[src/rtl/core/dhle_pkg.sv]
// Shared constants and types for the DNS host-name label encoder.
package dhle_pkg;

    // Default number of characters one label can hold.
    localparam int LABEL_CAP_DEF = 61;

    localparam int BYTE_W = 8;

    // Character that separates labels.
    localparam logic [BYTE_W-1:0] DOT_CODE = 8'h2E;

    // Byte that closes an encoded name.
    localparam logic [BYTE_W-1:0] TERM_CODE = 8'h00;

    typedef enum logic [1:0] {
        ST_IDLE,
        ST_LEN,
        ST_CHARS,
        ST_TERM
    } enc_state_t;

endpackage

[src/rtl/core/dhle_cell.sv]
// One character cell of the label buffer chain.
module dhle_cell (
    input  logic                          aclk,
    input  logic                          wr_en,
    input  logic [dhle_pkg::BYTE_W-1:0]   wr_data,
    input  logic                          shift_en,
    input  logic [dhle_pkg::BYTE_W-1:0]   neighbor_data,
    output logic [dhle_pkg::BYTE_W-1:0]   data_out
);

    logic [dhle_pkg::BYTE_W-1:0] data_reg;
    logic [dhle_pkg::BYTE_W-1:0] data_next;

    // A cell takes the incoming character when selected, or its upper
    // neighbor's byte when the chain moves toward the output.
    always_comb begin
        data_next = data_reg;
        if (wr_en) begin
            data_next = wr_data;
        end else if (shift_en) begin
            data_next = neighbor_data;
        end
    end

    always_ff @(posedge aclk) begin
        data_reg <= data_next;
    end

    assign data_out = data_reg;

endmodule

[src/rtl/core/dns_hostname_label_encoder.sv]
// Top level of the DNS host-name label encoder: cell chain and control.
//
// The s_ channel takes one host-name character per transaction in s_tdata,
// with s_tlast set on the final character. The m_ channel delivers the
// wire-format bytes: a length byte and the characters of each label, and a
// zero byte closing the name. m_tlast marks the last byte caused by one
// input transaction.
// A character other than a dot that is not final is stored, or dropped and
// the label flagged as truncated once it is full; the encoder stays ready
// for the next character. A label closed by a dot or the final character is
// sent as one byte per cycle while the receiver takes them: a length byte,
// then its characters from the head of the cell chain, and at the end the
// terminator; input is held off meanwhile. Accepting the closing character
// moves the state to the length state, which then registers the length byte.
// Reset clears the control state and the output valid flag; the output data
// and cell contents are not cleared and are only read after being written.
// When the receiver stalls, the output register holds its byte and the
// encoder waits; characters that cause no output are still taken meanwhile.
module dns_hostname_label_encoder #(
    parameter int LABEL_CAP = dhle_pkg::LABEL_CAP_DEF
) (
    input  logic        aclk,
    input  logic        aresetn,
    input  logic        s_tvalid,
    output logic        s_tready,
    input  logic [7:0]  s_tdata,   // [7:0] char_code
    input  logic        s_tlast,
    output logic        m_tvalid,
    input  logic        m_tready,
    output logic [7:0]  m_tdata,   // [7:0] out_byte
    output logic        m_tlast,
    output logic [1:0]  m_tuser    // [0] label_truncated, [1] name_complete
);

    localparam int LEN_W = $clog2(LABEL_CAP + 1);

    dhle_pkg::enc_state_t state_reg, state_next;

    logic [LEN_W-1:0] len_reg, len_next;
    logic             ovf_reg, ovf_next;
    logic             second_reg, second_next;
    logic             term_reg, term_next;

    logic                        m_tvalid_reg;
    logic [dhle_pkg::BYTE_W-1:0] m_tdata_reg, m_tdata_next;
    logic                        m_tlast_reg, m_tlast_next;
    logic [1:0]                  m_tuser_reg, m_tuser_next;

    logic load_out;
    logic slot_free;
    logic wr_en;
    logic shift_en;

    logic [dhle_pkg::BYTE_W-1:0] cell_q [LABEL_CAP];

    // Cell chain: writes land at the current length, reads come from cell 0.
    genvar k;
    generate
        for (k = 0; k < LABEL_CAP; k++) begin : g_cell
            logic [dhle_pkg::BYTE_W-1:0] upper;
            if (k == LABEL_CAP - 1) begin : g_top
                assign upper = '0;
            end else begin : g_mid
                assign upper = cell_q[k+1];
            end
            dhle_cell u_cell (
                .aclk          (aclk),
                .wr_en         (wr_en && (len_reg == LEN_W'(k))),
                .wr_data       (s_tdata),
                .shift_en      (shift_en),
                .neighbor_data (upper),
                .data_out      (cell_q[k])
            );
        end
    endgenerate

    assign slot_free = !m_tvalid_reg || m_tready;

    always_comb begin
        state_next   = state_reg;
        len_next     = len_reg;
        ovf_next     = ovf_reg;
        second_next  = second_reg;
        term_next    = term_reg;
        load_out     = 1'b0;
        wr_en        = 1'b0;
        shift_en     = 1'b0;
        m_tdata_next = m_tdata_reg;
        m_tlast_next = m_tlast_reg;
        m_tuser_next = m_tuser_reg;
        s_tready     = (state_reg == dhle_pkg::ST_IDLE);

        case (state_reg)
            dhle_pkg::ST_IDLE: begin
                if (s_tvalid) begin
                    if (s_tdata == dhle_pkg::DOT_CODE) begin
                        // A final dot closes this label and then an empty one.
                        second_next = s_tlast;
                        term_next   = s_tlast;
                        state_next  = dhle_pkg::ST_LEN;
                    end else begin
                        if (len_reg < LEN_W'(LABEL_CAP)) begin
                            wr_en    = 1'b1;
                            len_next = len_reg + LEN_W'(1);
                        end else begin
                            ovf_next = 1'b1;
                        end
                        if (s_tlast) begin
                            second_next = 1'b0;
                            term_next   = 1'b1;
                            state_next  = dhle_pkg::ST_LEN;
                        end
                    end
                end
            end
            dhle_pkg::ST_LEN: begin
                if (slot_free) begin
                    load_out     = 1'b1;
                    m_tdata_next = dhle_pkg::BYTE_W'(len_reg);
                    m_tuser_next = {1'b0, ovf_reg};
                    m_tlast_next = (len_reg == '0) && !second_reg && !term_reg;
                    if (len_reg == '0) begin
                        ovf_next = 1'b0;
                        if (second_reg) begin
                            second_next = 1'b0;
                            state_next  = dhle_pkg::ST_LEN;
                        end else if (term_reg) begin
                            state_next = dhle_pkg::ST_TERM;
                        end else begin
                            state_next = dhle_pkg::ST_IDLE;
                        end
                    end else begin
                        state_next = dhle_pkg::ST_CHARS;
                    end
                end
            end
            dhle_pkg::ST_CHARS: begin
                if (slot_free) begin
                    load_out     = 1'b1;
                    shift_en     = 1'b1;
                    m_tdata_next = cell_q[0];
                    m_tuser_next = {1'b0, ovf_reg};
                    len_next     = len_reg - LEN_W'(1);
                    m_tlast_next = (len_reg == LEN_W'(1)) && !second_reg && !term_reg;
                    if (len_reg == LEN_W'(1)) begin
                        ovf_next = 1'b0;
                        if (second_reg) begin
                            second_next = 1'b0;
                            state_next  = dhle_pkg::ST_LEN;
                        end else if (term_reg) begin
                            state_next = dhle_pkg::ST_TERM;
                        end else begin
                            state_next = dhle_pkg::ST_IDLE;
                        end
                    end
                end
            end
            dhle_pkg::ST_TERM: begin
                if (slot_free) begin
                    load_out     = 1'b1;
                    m_tdata_next = dhle_pkg::TERM_CODE;
                    m_tuser_next = 2'b10;
                    m_tlast_next = 1'b1;
                    term_next    = 1'b0;
                    state_next   = dhle_pkg::ST_IDLE;
                end
            end
            default: begin
                state_next = dhle_pkg::ST_IDLE;
            end
        endcase
    end

    always_ff @(posedge aclk) begin
        if (!aresetn) begin
            state_reg    <= dhle_pkg::ST_IDLE;
            len_reg      <= '0;
            ovf_reg      <= 1'b0;
            second_reg   <= 1'b0;
            term_reg     <= 1'b0;
            m_tvalid_reg <= 1'b0;
        end else begin
            state_reg  <= state_next;
            len_reg    <= len_next;
            ovf_reg    <= ovf_next;
            second_reg <= second_next;
            term_reg   <= term_next;
            if (load_out) begin
                m_tvalid_reg <= 1'b1;
            end else if (m_tready) begin
                m_tvalid_reg <= 1'b0;
            end
        end
    end

    always_ff @(posedge aclk) begin
        m_tdata_reg <= m_tdata_next;
        m_tlast_reg <= m_tlast_next;
        m_tuser_reg <= m_tuser_next;
    end

    assign m_tvalid = m_tvalid_reg;
    assign m_tdata  = m_tdata_reg;
    assign m_tlast  = m_tlast_reg;
    assign m_tuser  = m_tuser_reg;

endmodule

[config.mk]
export PLATFORM = sky130hd
export DESIGN_NAME = dns_hostname_label_encoder
export DESIGN_NICKNAME = d
export VERILOG_FILES = /design/src/rtl/core/dhle_pkg.sv /design/src/rtl/core/dhle_cell.sv /design/src/rtl/core/dns_hostname_label_encoder.sv
export SDC_FILE = /design/constraint.sdc
export NUM_CORES = 1
export LEC_CHECK = 0
export ABC_AREA = 1
export BUFFER_PORTS_ARGS = -buffer_cell sky130_fd_sc_hd__buf_2
export CAP_MARGIN = 40
export CORE_ASPECT_RATIO = 1.2
export CORE_MARGIN = 2
export CORE_UTILIZATION = 25
export CTS_CLUSTER_SIZE = 10
export DETAILED_ROUTE_END_ITERATION = 8
export SYNTH_ARGS = -nofsm -noshare
export SYNTH_HDL_FRONTEND = slang
export SYNTH_SLANG_ARGS = --single-unit
[constraint.sdc]
create_clock -name aclk -period 2.4 [get_ports aclk]
set_input_delay 0.48 -clock aclk [delete_from_list [all_inputs] [get_ports aclk]]
set_output_delay 0.48 -clock aclk [all_outputs]
set_load 0.05 [all_outputs]
# ---- After elaboration in Yosys (flattened, before gate mapping)
# Cells that the tools add are included.
dict set report totals {
  reg_bits 511
  inputBits 13
  output_inout_bits 13
  wordCells 470
}
dict set report op_classes {
  addsub 2
  magnitude_cmp 1
  eq_ne 75
  mux 175
  n_reduce_logical 147
}
# op count
set ops {}
lappend ops {{two-way mux 8 bit} 125}
lappend ops {{== test 6 bit, second input constant} 29}
lappend ops {{nonzero test 2 bit} 65}
lappend ops {{== test 6 x 5 -> 1 bit, second input constant} 16}
lappend ops {{logical AND 1 bit} 65}
lappend ops {{== test 6 x 4 -> 1 bit, second input constant} 8}
lappend ops {{two-way mux 1 bit} 26}
lappend ops {{== test 6 x 3 -> 1 bit, second input constant} 4}
lappend ops {{two-way mux 2 bit} 12}
lappend ops {{two-way mux 6 bit} 4}
lappend ops {{one-hot mux 8 bit (3 select lines)} 1}
lappend ops {{!= test 2 bit, second input constant} 8}
lappend ops {{== test 6 x 2 -> 1 bit, second input constant} 2}
lappend ops {{one-hot mux 6 bit (2 select lines)} 1}
lappend ops {{one-hot mux 1 bit (3 select lines)} 3}
lappend ops {{== test 8 x 6 -> 1 bit, second input constant} 1}
lappend ops {{one-hot mux 2 bit (4 select lines)} 1}
lappend ops {{AND reduction 4 bit} 2}
lappend ops {{AND reduction 8 bit} 1}
lappend ops {{AND reduction 7 bit} 1}
lappend ops {{adder 6 x 1 -> 6 bit, second input constant} 1}
lappend ops {{== test 6 x 1 -> 1 bit, second input constant} 1}
lappend ops {{logical NOT 6 bit} 1}
lappend ops {{< comparator 6 bit, second input constant} 1}
lappend ops {{16 further kinds} 21}

# ---- Logic depth before layout (Yosys ltp)
# Gate-level depths: netlist (run 1).
dict set report logic_depth {
  word_depth 7
  depth_mapped 13
  mapped_depth_nobuf 10
}

# ---- By module
# Synthesis (run 1) repeated with hierarchy kept, for this count alone.
dict set report hier_totals {
  hier_cells 2443
  hier_area_um2 23262.3
}
# mod instances cells_per_inst area_each_um2 seq_area_each_um2
set by_module_without_submodules {}
lappend by_module_without_submodules {dhle_cell 61 35 351.6 240.2}
lappend by_module_without_submodules {dns_hostname_label_encoder 1 308 1815.5 570.5}

# ---- Worst setup path before layout (run 1)
# Ideal clock, no wire load.
dict set report synth_timing {
  kind {reg-to-reg}
  start {reg state_reg[0]}
  end {reg g_cell[34].u_cell.data_reg (netlist bit g_cell[34].u_cell.data_out[0]), enable pin}
  setup_time_ps 329
  t_arrival_ps 2189
  t_required_ps 2071
  setup_slack_ps -118
  path_stages_with_launch 10
  n_path_buf 3
  period_less_slack_ps 2518
  path_cell_list {dfxtp_1 -> inv_1 -> ha_1 -> clkbuf_1 -> nand2_1 -> nor3_1 -> buf_4 -> buf_2 -> nand2_1 -> nand2_1}
}
dict set report synth_between {
  elab_chain_cells 4
  elab_cells_between_ends 6
  cone_classes {eq/ne: 1; mux: 2; reduce/logical: 3}
}
# element line
set synth_rtl {}
lappend synth_rtl {{start: declaration} dns_hostname_label_encoder.sv:37} ;# dhle_pkg::enc_state_t state_reg, state_next;
lappend synth_rtl {{start signal: assignment} dns_hostname_label_encoder.sv:176} ;# state_reg <= dhle_pkg::ST_IDLE;
lappend synth_rtl {{start signal: assignment} dns_hostname_label_encoder.sv:183} ;# state_reg <= state_next;
lappend synth_rtl {{logical NOT 2 bit} n/a}
lappend synth_rtl {{named net s_tready} dns_hostname_label_encoder.sv:25} ;# output logic s_tready,
lappend synth_rtl {{two-way mux 1 bit} dns_hostname_label_encoder.sv:93} ;# case (state_reg)
lappend synth_rtl {{logical AND 1 bit} dns_hostname_label_encoder.sv:68} ;# .wr_en (wr_en && (len_reg == LEN_W'(k))),
lappend synth_rtl {{nonzero test 2 bit (no source line)} n/a}
lappend synth_rtl {{end signal: assignment} dhle_cell.sv:26} ;# data_reg <= data_next;
lappend synth_rtl {{end: declaration} dhle_cell.sv:11} ;# logic [dhle_pkg::BYTE_W-1:0] data_reg;
# The timed path passes the listed nets, and every way through them passes these cells.
# A chain may end at the register's enable or synchronous reset.

# ---- Worst setup path in the final report (run 1)
dict set report layout_timing {
  start {reg len_reg[1]}
  end {reg g_cell[36].u_cell.data_reg (netlist bit g_cell[36].u_cell.data_out[5]), enable pin}
}
dict set report layout_between {
  elab_chain_cells 7
  elab_cells_between_ends 8
  cone_classes {order compare: 1; eq/ne: 1; mux: 4; reduce/logical: 2}
}
# element line
set layout_rtl {}
lappend layout_rtl {{start: declaration} dns_hostname_label_encoder.sv:39} ;# logic [LEN_W-1:0] len_reg, len_next;
lappend layout_rtl {{start signal: assignment} dns_hostname_label_encoder.sv:184} ;# len_reg <= len_next;
lappend layout_rtl {{< comparator 6 bit} dns_hostname_label_encoder.sv:102} ;# if (len_reg < LEN_W'(LABEL_CAP)) begin
lappend layout_rtl {{two-way mux 1 bit} dns_hostname_label_encoder.sv:102}
lappend layout_rtl {{two-way mux 1 bit} dns_hostname_label_encoder.sv:96} ;# if (s_tdata == dhle_pkg::DOT_CODE) begin
lappend layout_rtl {{two-way mux 1 bit} dns_hostname_label_encoder.sv:95} ;# if (s_tvalid) begin
lappend layout_rtl {{two-way mux 1 bit} dns_hostname_label_encoder.sv:93}
lappend layout_rtl {{logical AND 1 bit *} dns_hostname_label_encoder.sv:68}
lappend layout_rtl {{nonzero test 2 bit (no source line) *} n/a}
lappend layout_rtl {{end signal: assignment} dhle_cell.sv:26}
lappend layout_rtl {{end: declaration} dhle_cell.sv:11}
# Every way passes the cells marked *; elsewhere a longest branch is shown, timed or not.

==> metrics.yaml, run 1 <==
ys.warnings.count: 0
synth_mux_area_frac: 0
tritoncts: "done"
post-route-period-util: 0.948
synth_top_family_by_area: "simple AND/OR/NAND/NOR gates"
crit_path_end_kind: "register"
synth_compound_area_frac: 0.00462
cp-startpoint: "len_reg[1]$_SDFFE_PN0P_"
clock_sinks: 511
synth_top_area_cell: "edfxtp_1"
max-vdd-ir-drop_uv: 556
finClkSkew_ps: 14.5
hold_viol_final: 0
start_kind: "register"
cts_made_buffers: 57
relSlewSlack: 0.631
status: "complete, no violations"
p_leak_nw: 11.9
max_slew.worst_pin.slew_ps: 553
grt_pass1_wl_um: 98000
die_y_um: 342
arrival_ps: 2520
clockBufferDepth: 3
synth_area_leaders: "edfxtp_1, nand2_1, nand3_1"
yosysTopAreaCellShare: 0.629
boundaryPins: 26
synth_cells: 2490
syn-num-nets: 2512
num-nets-final: 2682
antenna_left: 0
drc: 0
wl_um: 62600
antenna_found_initial: 0
crit_end: "g_cell[36].u_cell.data_out[5]$_DFFE_PP_"
fmaxAchievable_ghz: 0.440
layout_setup_ws_ps: 126
dp_slack_ps: -109
first_pass_iters: 6
powerDensity_nw_per_um2: 1020
power_mw: 28.8
required_ps: 2650
die-area_sq_um: 97800
netlist_area_sq_um: 23800
vias: 17900
synth_fa_ha_area_frac: 0.00473
yosys.area_share.simple: 0.313
ys_seq_elements: 511
grt.overflow.total: 0
dp_cells: 3861
start_util: 0.251
chipWidth_um: 286
dp_hpwl_um: 40000
critPathMaxFanout: 8
dpl_cell_area_sq_um: 26800
dr.first_iter.drc_count: 1373
clock_latency_ps: 590
layout-drive-gt1-share: 0.143
core_area_sq_um: 94800
num_rows: 124
path_clk_slew_ps: 60
grt_pass1_vias: 17600
reg2reg_from: "len_reg[1]$_SDFFE_PN0P_"
postSynthAreaPerCell_sq_um: 9.56
drt-wirelength-per-cell_um: 15.9
htree_levels: 2
grt.total_usage: 0.126
synthXorXnorAreaFrac: 0.00147
critical_path_class: "register to register"
slew_violations: 0
holdBufCountCts: 0
port_buffers: 25
reg2regPathDepth: 9
grt_max_degree: 62
avgViaCountPerCell: 4.55
cts_root_buf: "clkbuf_16"
design_area_sq_um: 28400
fillers: 9763
area_delta_synth_final_pct: 19.1
rsz0062_at_grt: "no"
r2r-end: "g_cell[36].u_cell.data_out[5]$_DFFE_PP_"
fin_crit_ps: 2270
cts_setup_buffers: 0
yosysSeqAreaShare: 0.639
synthDistinctLibCells: 29
largest_reg_flops: 488
cap_violations: 0
r2r_slack_ps: 130
n_antenna_cell: 0
setup_viol: 0
stdcell_count: 3936
hp-class: "primary input to register"
place.gp.congestion: 0.813
layout by cell type, fill, tap and decap left out, drive strengths merged:
master,n
clkbuf,74
ha,9
or2,1
nor2,96
xnor2,1
buf,244
nor3,2
nand3,505
o21ai,12
nand3b,2
nand4,1
xor2,3
clkinv,3
dfxtp,12
a21oi,10
edfxtp,499
inv,40
nand2,1162
Yosys cell counts:
cell type  instances
buf_12             1
nand4_1            1
buf_4             38
inv_2              3
buf_6              1
inv_1             37
ha_1               9
o21ai_0           12
clkinv_1           2
edfxtp_1         499
nor2_4             1
buf_1              2
nand2_1         1146
nand3_1          504
nor2_2            29
nand3_2            1
nand3b_1           1
nand3b_2           1
a21oi_1           10
clkbuf_1          56
nor2_1            66
dfxtp_1           12
buf_2             35
or2_2              1
nand2_2            6
nor3_1             2
xor2_1             3
xnor2_1            1
nand2_4           10
what timing repair did:
item | 4_1_cts | 5_1_grt
resized for setup | 0 | 26
endpoints found under the hold margin | 0 | 0
setup endpoints to repair | 0 | 203
logic make-up after synthesis:
family	Yosys count
simple gates	1769
flops	511
buf+inv	175
compound gates	22
fa+ha+maj	9
xor+xnor	4
critical path: stages (launching register included):
cell and delay (ps):
dfxtp_1 310, inv_1 90, buf_4 140, ha_1 250, inv_1 80, nor3_1 140
inv_1 270, nor2_1 300, nand2_4 70, nand2_1 270
how the worst min path moves through the flow:
stage / slack, ps / cells after the start / endpoint / start
floorplan: 450 / 2 / ovf_reg$_SDFFE_PN0P_ / ovf_reg$_SDFFE_PN0P_
global placement: 470 / 2 / ovf_reg$_SDFFE_PN0P_ / ovf_reg$_SDFFE_PN0P_
detailed placement: 470 / 2 / ovf_reg$_SDFFE_PN0P_ / ovf_reg$_SDFFE_PN0P_
CTS: 160 / 3 / len_reg[5]$_SDFFE_PN0P_ / aresetn
global route: 190 / 3 / second_reg$_SDFFE_PN0P_ / aresetn
finish: 190 / 3 / second_reg$_SDFFE_PN0P_ / aresetn
through the flow:
| stage | hold WS, ps | util | TNS (ps) |
|---|---|---|---|
| 6_report | 189 | 0.299 | 0 |
| 5_1_grt | 193 | 0.299 | 0 |
| 3_3_place_gp | 469 | 0.281 | -48750 |
| 4_1_cts | 163 | 0.298 | 0 |
| 3_5_place_dp | 475 | 0.283 | -34740 |
| 2_1_floorplan | 452 | - | 0 |
metal layers:
layer / wire [um] / GRT usage / vias to the layer above
met5: 0 / 0 / -
met4: 1970 / 0.0476 / 0
met3: 3720 / 0.0130 / 130
met2: 30900 / 0.222 / 608
met1: 26100 / 0.160 / 8458
li1: - / - / 8724
cell type report:
class / instances / area (sq um) / area share
clock buffer: 74 / 1500 / 0.0529
tap: 1260 / 1580 / 0.0556
sequential: 511 / 15200 / 0.537
inverter: 42 / 158 / 0.00556
clock inverter: 1 / 3.75 / 0.000132
multi-input combinational: 1804 / 7800 / 0.275
timing repair buffer: 244 / 2090 / 0.0737
where the power goes:
| part | switching (mW) | internal (mW) |
|---|---|---|
| clock network | 3.30 | 4.27 |
| logic | 4.98 | 2.11 |
| registers | 0.843 | 13.3 |
| total | 9.12 | 19.7 |
Note: power is estimated with default switching activity, not from simulation.
==> run 2: changes to the inputs <==
- ABC_AREA: 1 -> default
==> run 2 against run 1 <==
  * The flow now finishes with violations (setup timing)
  * Maximum frequency down 5.5%
  * Routed wire length is 16% lower
  * Die area is 3.3% lower
  * Utilization is 1.2 points higher
  * Non-clock buffer count decreased by 44
  * Setup slack worse by 130 ps
  * Via count shrank 32%
  * Clock skew rose by 13 ps
  * Worst hold slack worse by 26 ps
  * Sequential power down 30%
  * Cell area fell by 0.27%
  * Largest power group unchanged
==> metrics.yaml, run 2 <==
critPathMaxFanout: 8
hold_viol_final: 0
htree_levels: 2
cts_made_buffers: 57
critical_path_class: "register to register"
drt-wirelength-per-cell_um: 18.8
antenna_found_initial: 1
status: "finished with violations"
synth_enable_flop_cells: 499
dp_hpwl_um: 32300
yosys-top-cells-count: "edfxtp_1, mux2_2, clkbuf_1"
cap_violations: 0
ys.warnings.count: 0
reg2reg_from: "len_reg[1]$_SDFFE_PN0P_"
yosysTopAreaCellShare: 0.651
r2r-end: "g_cell[27].u_cell.data_out[1]$_DFFE_PP_"
largest_reg_flops: 488
required_ps: 2750
netlist_area_sq_um: 23000
yosysMostFrequentCell: "edfxtp_1"
powerDensity_nw_per_um2: 679
layout_setup_ws_ps: -6.14
die_y_um: 336
crit_path_end_kind: "register"
holdPathEnd: "state_reg[0]$_SDFFE_PN0P_"
arrival_ps: 2760
rsz0062_at_grt: "yes"
fin_crit_ps: 2410
slew_violations: 0
grt_pass1_vias: 13400
cts_root_buf: "clkbuf_16"
clock_latency_ps: 620
num-nets-final: 1544
holdBufCountCts: 0
relSlewSlack: 0.408
area_delta_synth_final_pct: 22.8
reg2regPathDepth: 8
p_leak_nw: 9.68
boundaryPins: 26
r2r_slack_ps: -6
hold_depth: 2
ys_seq_elements: 511
postSynthAreaPerCell_sq_um: 17.0
synth_cells: 1352
chipWidth_um: 281
mostFrequentLayoutCells: "edfxtp_1, mux2_2, mux2_4"
clock_sinks: 511
async_reset_ff_frac: 0
tritoncts: "done"
final.setup.tns_ps: -8.36
vias: 12200
grt_max_degree: 62
die-area_sq_um: 94500
synth_top_area_cell: "edfxtp_1"
start_kind: "register"
n_antenna_cell: 0
power_mw: 19.2
synth_area_leaders: "edfxtp_1, mux2_2, mux2_4"
place.gp.congestion: 0.799
avgViaCountPerCell: 4.39
post-route-period-util: 1.00
drc: 0
wl_um: 52500
hp-class: "primary input to register"
violations: "setup timing"
max-vdd-ir-drop_uv: 565
dr.first_iter.drc_count: 624
hp-start: "aresetn"
layout_commonest_cell: "edfxtp_1"
core_area_sq_um: 91000
max_slew.worst_pin.slew_ps: 889
synthDistinctLibCells: 59
grt.total_usage: 0.109
syn-num-nets: 1374
fmaxAchievable_ghz: 0.416
yosysSeqAreaShare: 0.661
num_rows: 121
first_pass_iters: 5
grt_pass1_wl_um: 79900
antenna_left: 0
finClkSkew_ps: 27.4
synth-main-ff-cell: "edfxtp_1"
start_util: 0.253
layout-drive-gt1-share: 0.507
port_buffers: 25
clockBufferDepth: 3
path_clk_slew_ps: 60
setup_viol: 2
grt.overflow.total: 0
-- run 2: how the worst max path moves through the flow --
stage                            start                                 endpoint  slack (ps)  depth (start not counted)
3_5_place_dp                s_tdata[1]  g_cell[25].u_cell.data_out[2]$_DFFE_PP_        -620                          9
2_1_floorplan               s_tdata[0]  g_cell[31].u_cell.data_out[0]$_DFFE_PP_         -30                          7
4_1_cts        len_reg[0]$_SDFFE_PN0P_  g_cell[27].u_cell.data_out[1]$_DFFE_PP_         -60                          8
3_3_place_gp                s_tdata[1]   g_cell[5].u_cell.data_out[7]$_DFFE_PP_       -1040                          7
5_1_grt        len_reg[1]$_SDFFE_PN0P_  g_cell[27].u_cell.data_out[1]$_DFFE_PP_         -60                          8
6_report       len_reg[1]$_SDFFE_PN0P_  g_cell[27].u_cell.data_out[1]$_DFFE_PP_          -6                          8
-- run 2: through the flow --
step | utilization | hold slack (ps) | cell area [sq um] | instances | setup slack (ps)
final | 0.311 | 163 | 28300 | 2787 | -6.14
after global routing | 0.311 | 158 | 28300 | 2787 | -60.6
after CTS | 0.304 | 136 | 27700 | 2774 | -56.2
after detailed placement | 0.285 | 512 | 25900 | 2674 | -624
after global placement | 0.284 | 498 | 25900 | 2671 | -1040
after floorplan | - | 457 | 23200 | 1352 | -29.2
-- run 2: repair_timing --
item / 4_1_cts / 5_1_grt
hold endpoints to repair: 0 / 0
gates resized for setup: 8 / 118
setup buffers: 4 / 13
gates cloned: 2 / 0
setup endpoints to repair: 467 / 386
pin swaps: 8 / 18
-- run 2: kinds of logic after synthesis --
group                      Yosys count  share of synthesized area
DFF                                511                      0.661
muxes                              481                      0.244
and+or+nand+nor                    176                     0.0495
buffers and inverters               95                     0.0177
AOI/OAI and AO/OA                   75                     0.0204
adders and majority gates            9                    0.00489
xor gates and xnor gates             5                    0.00190
-- run 2: final cells by class --
class                      instances  area [sq um]
inverter                           6          22.5
clock buffer                      89          1550
fill                            8794         62700
tap                             1230          1540
timing repair buffer             200          1920
sequential                       511         15200
multi-input combinational        746          7950
clock inverter                     5          78.8
-- run 2: critical path, cell delays in order (launching register included) --
cell and delay [ps]:
dfxtp_2 320, inv_2 70, ha_4 140, nand2b_4 130, o22ai_4 90, or4_4 610
buf_16 210, nor2_8 240, mux2_4 330
-- run 2: where the power goes --
part           switching (mW)  total [mW]  internal [mW]
clock network            3.41        7.81           4.39
registers              0.0660        10.0           9.93
logic                   0.888        1.39          0.500
total                    4.37        19.2           14.8
-- run 2: layer usage --
layer | share of wire | global-route usage
met1 | 0.40 | 0.121
met2 | 0.54 | 0.210
met3 | 0.030 | 0.0143
met4 | 0.029 | 0.0407
met5 | 0 | 0
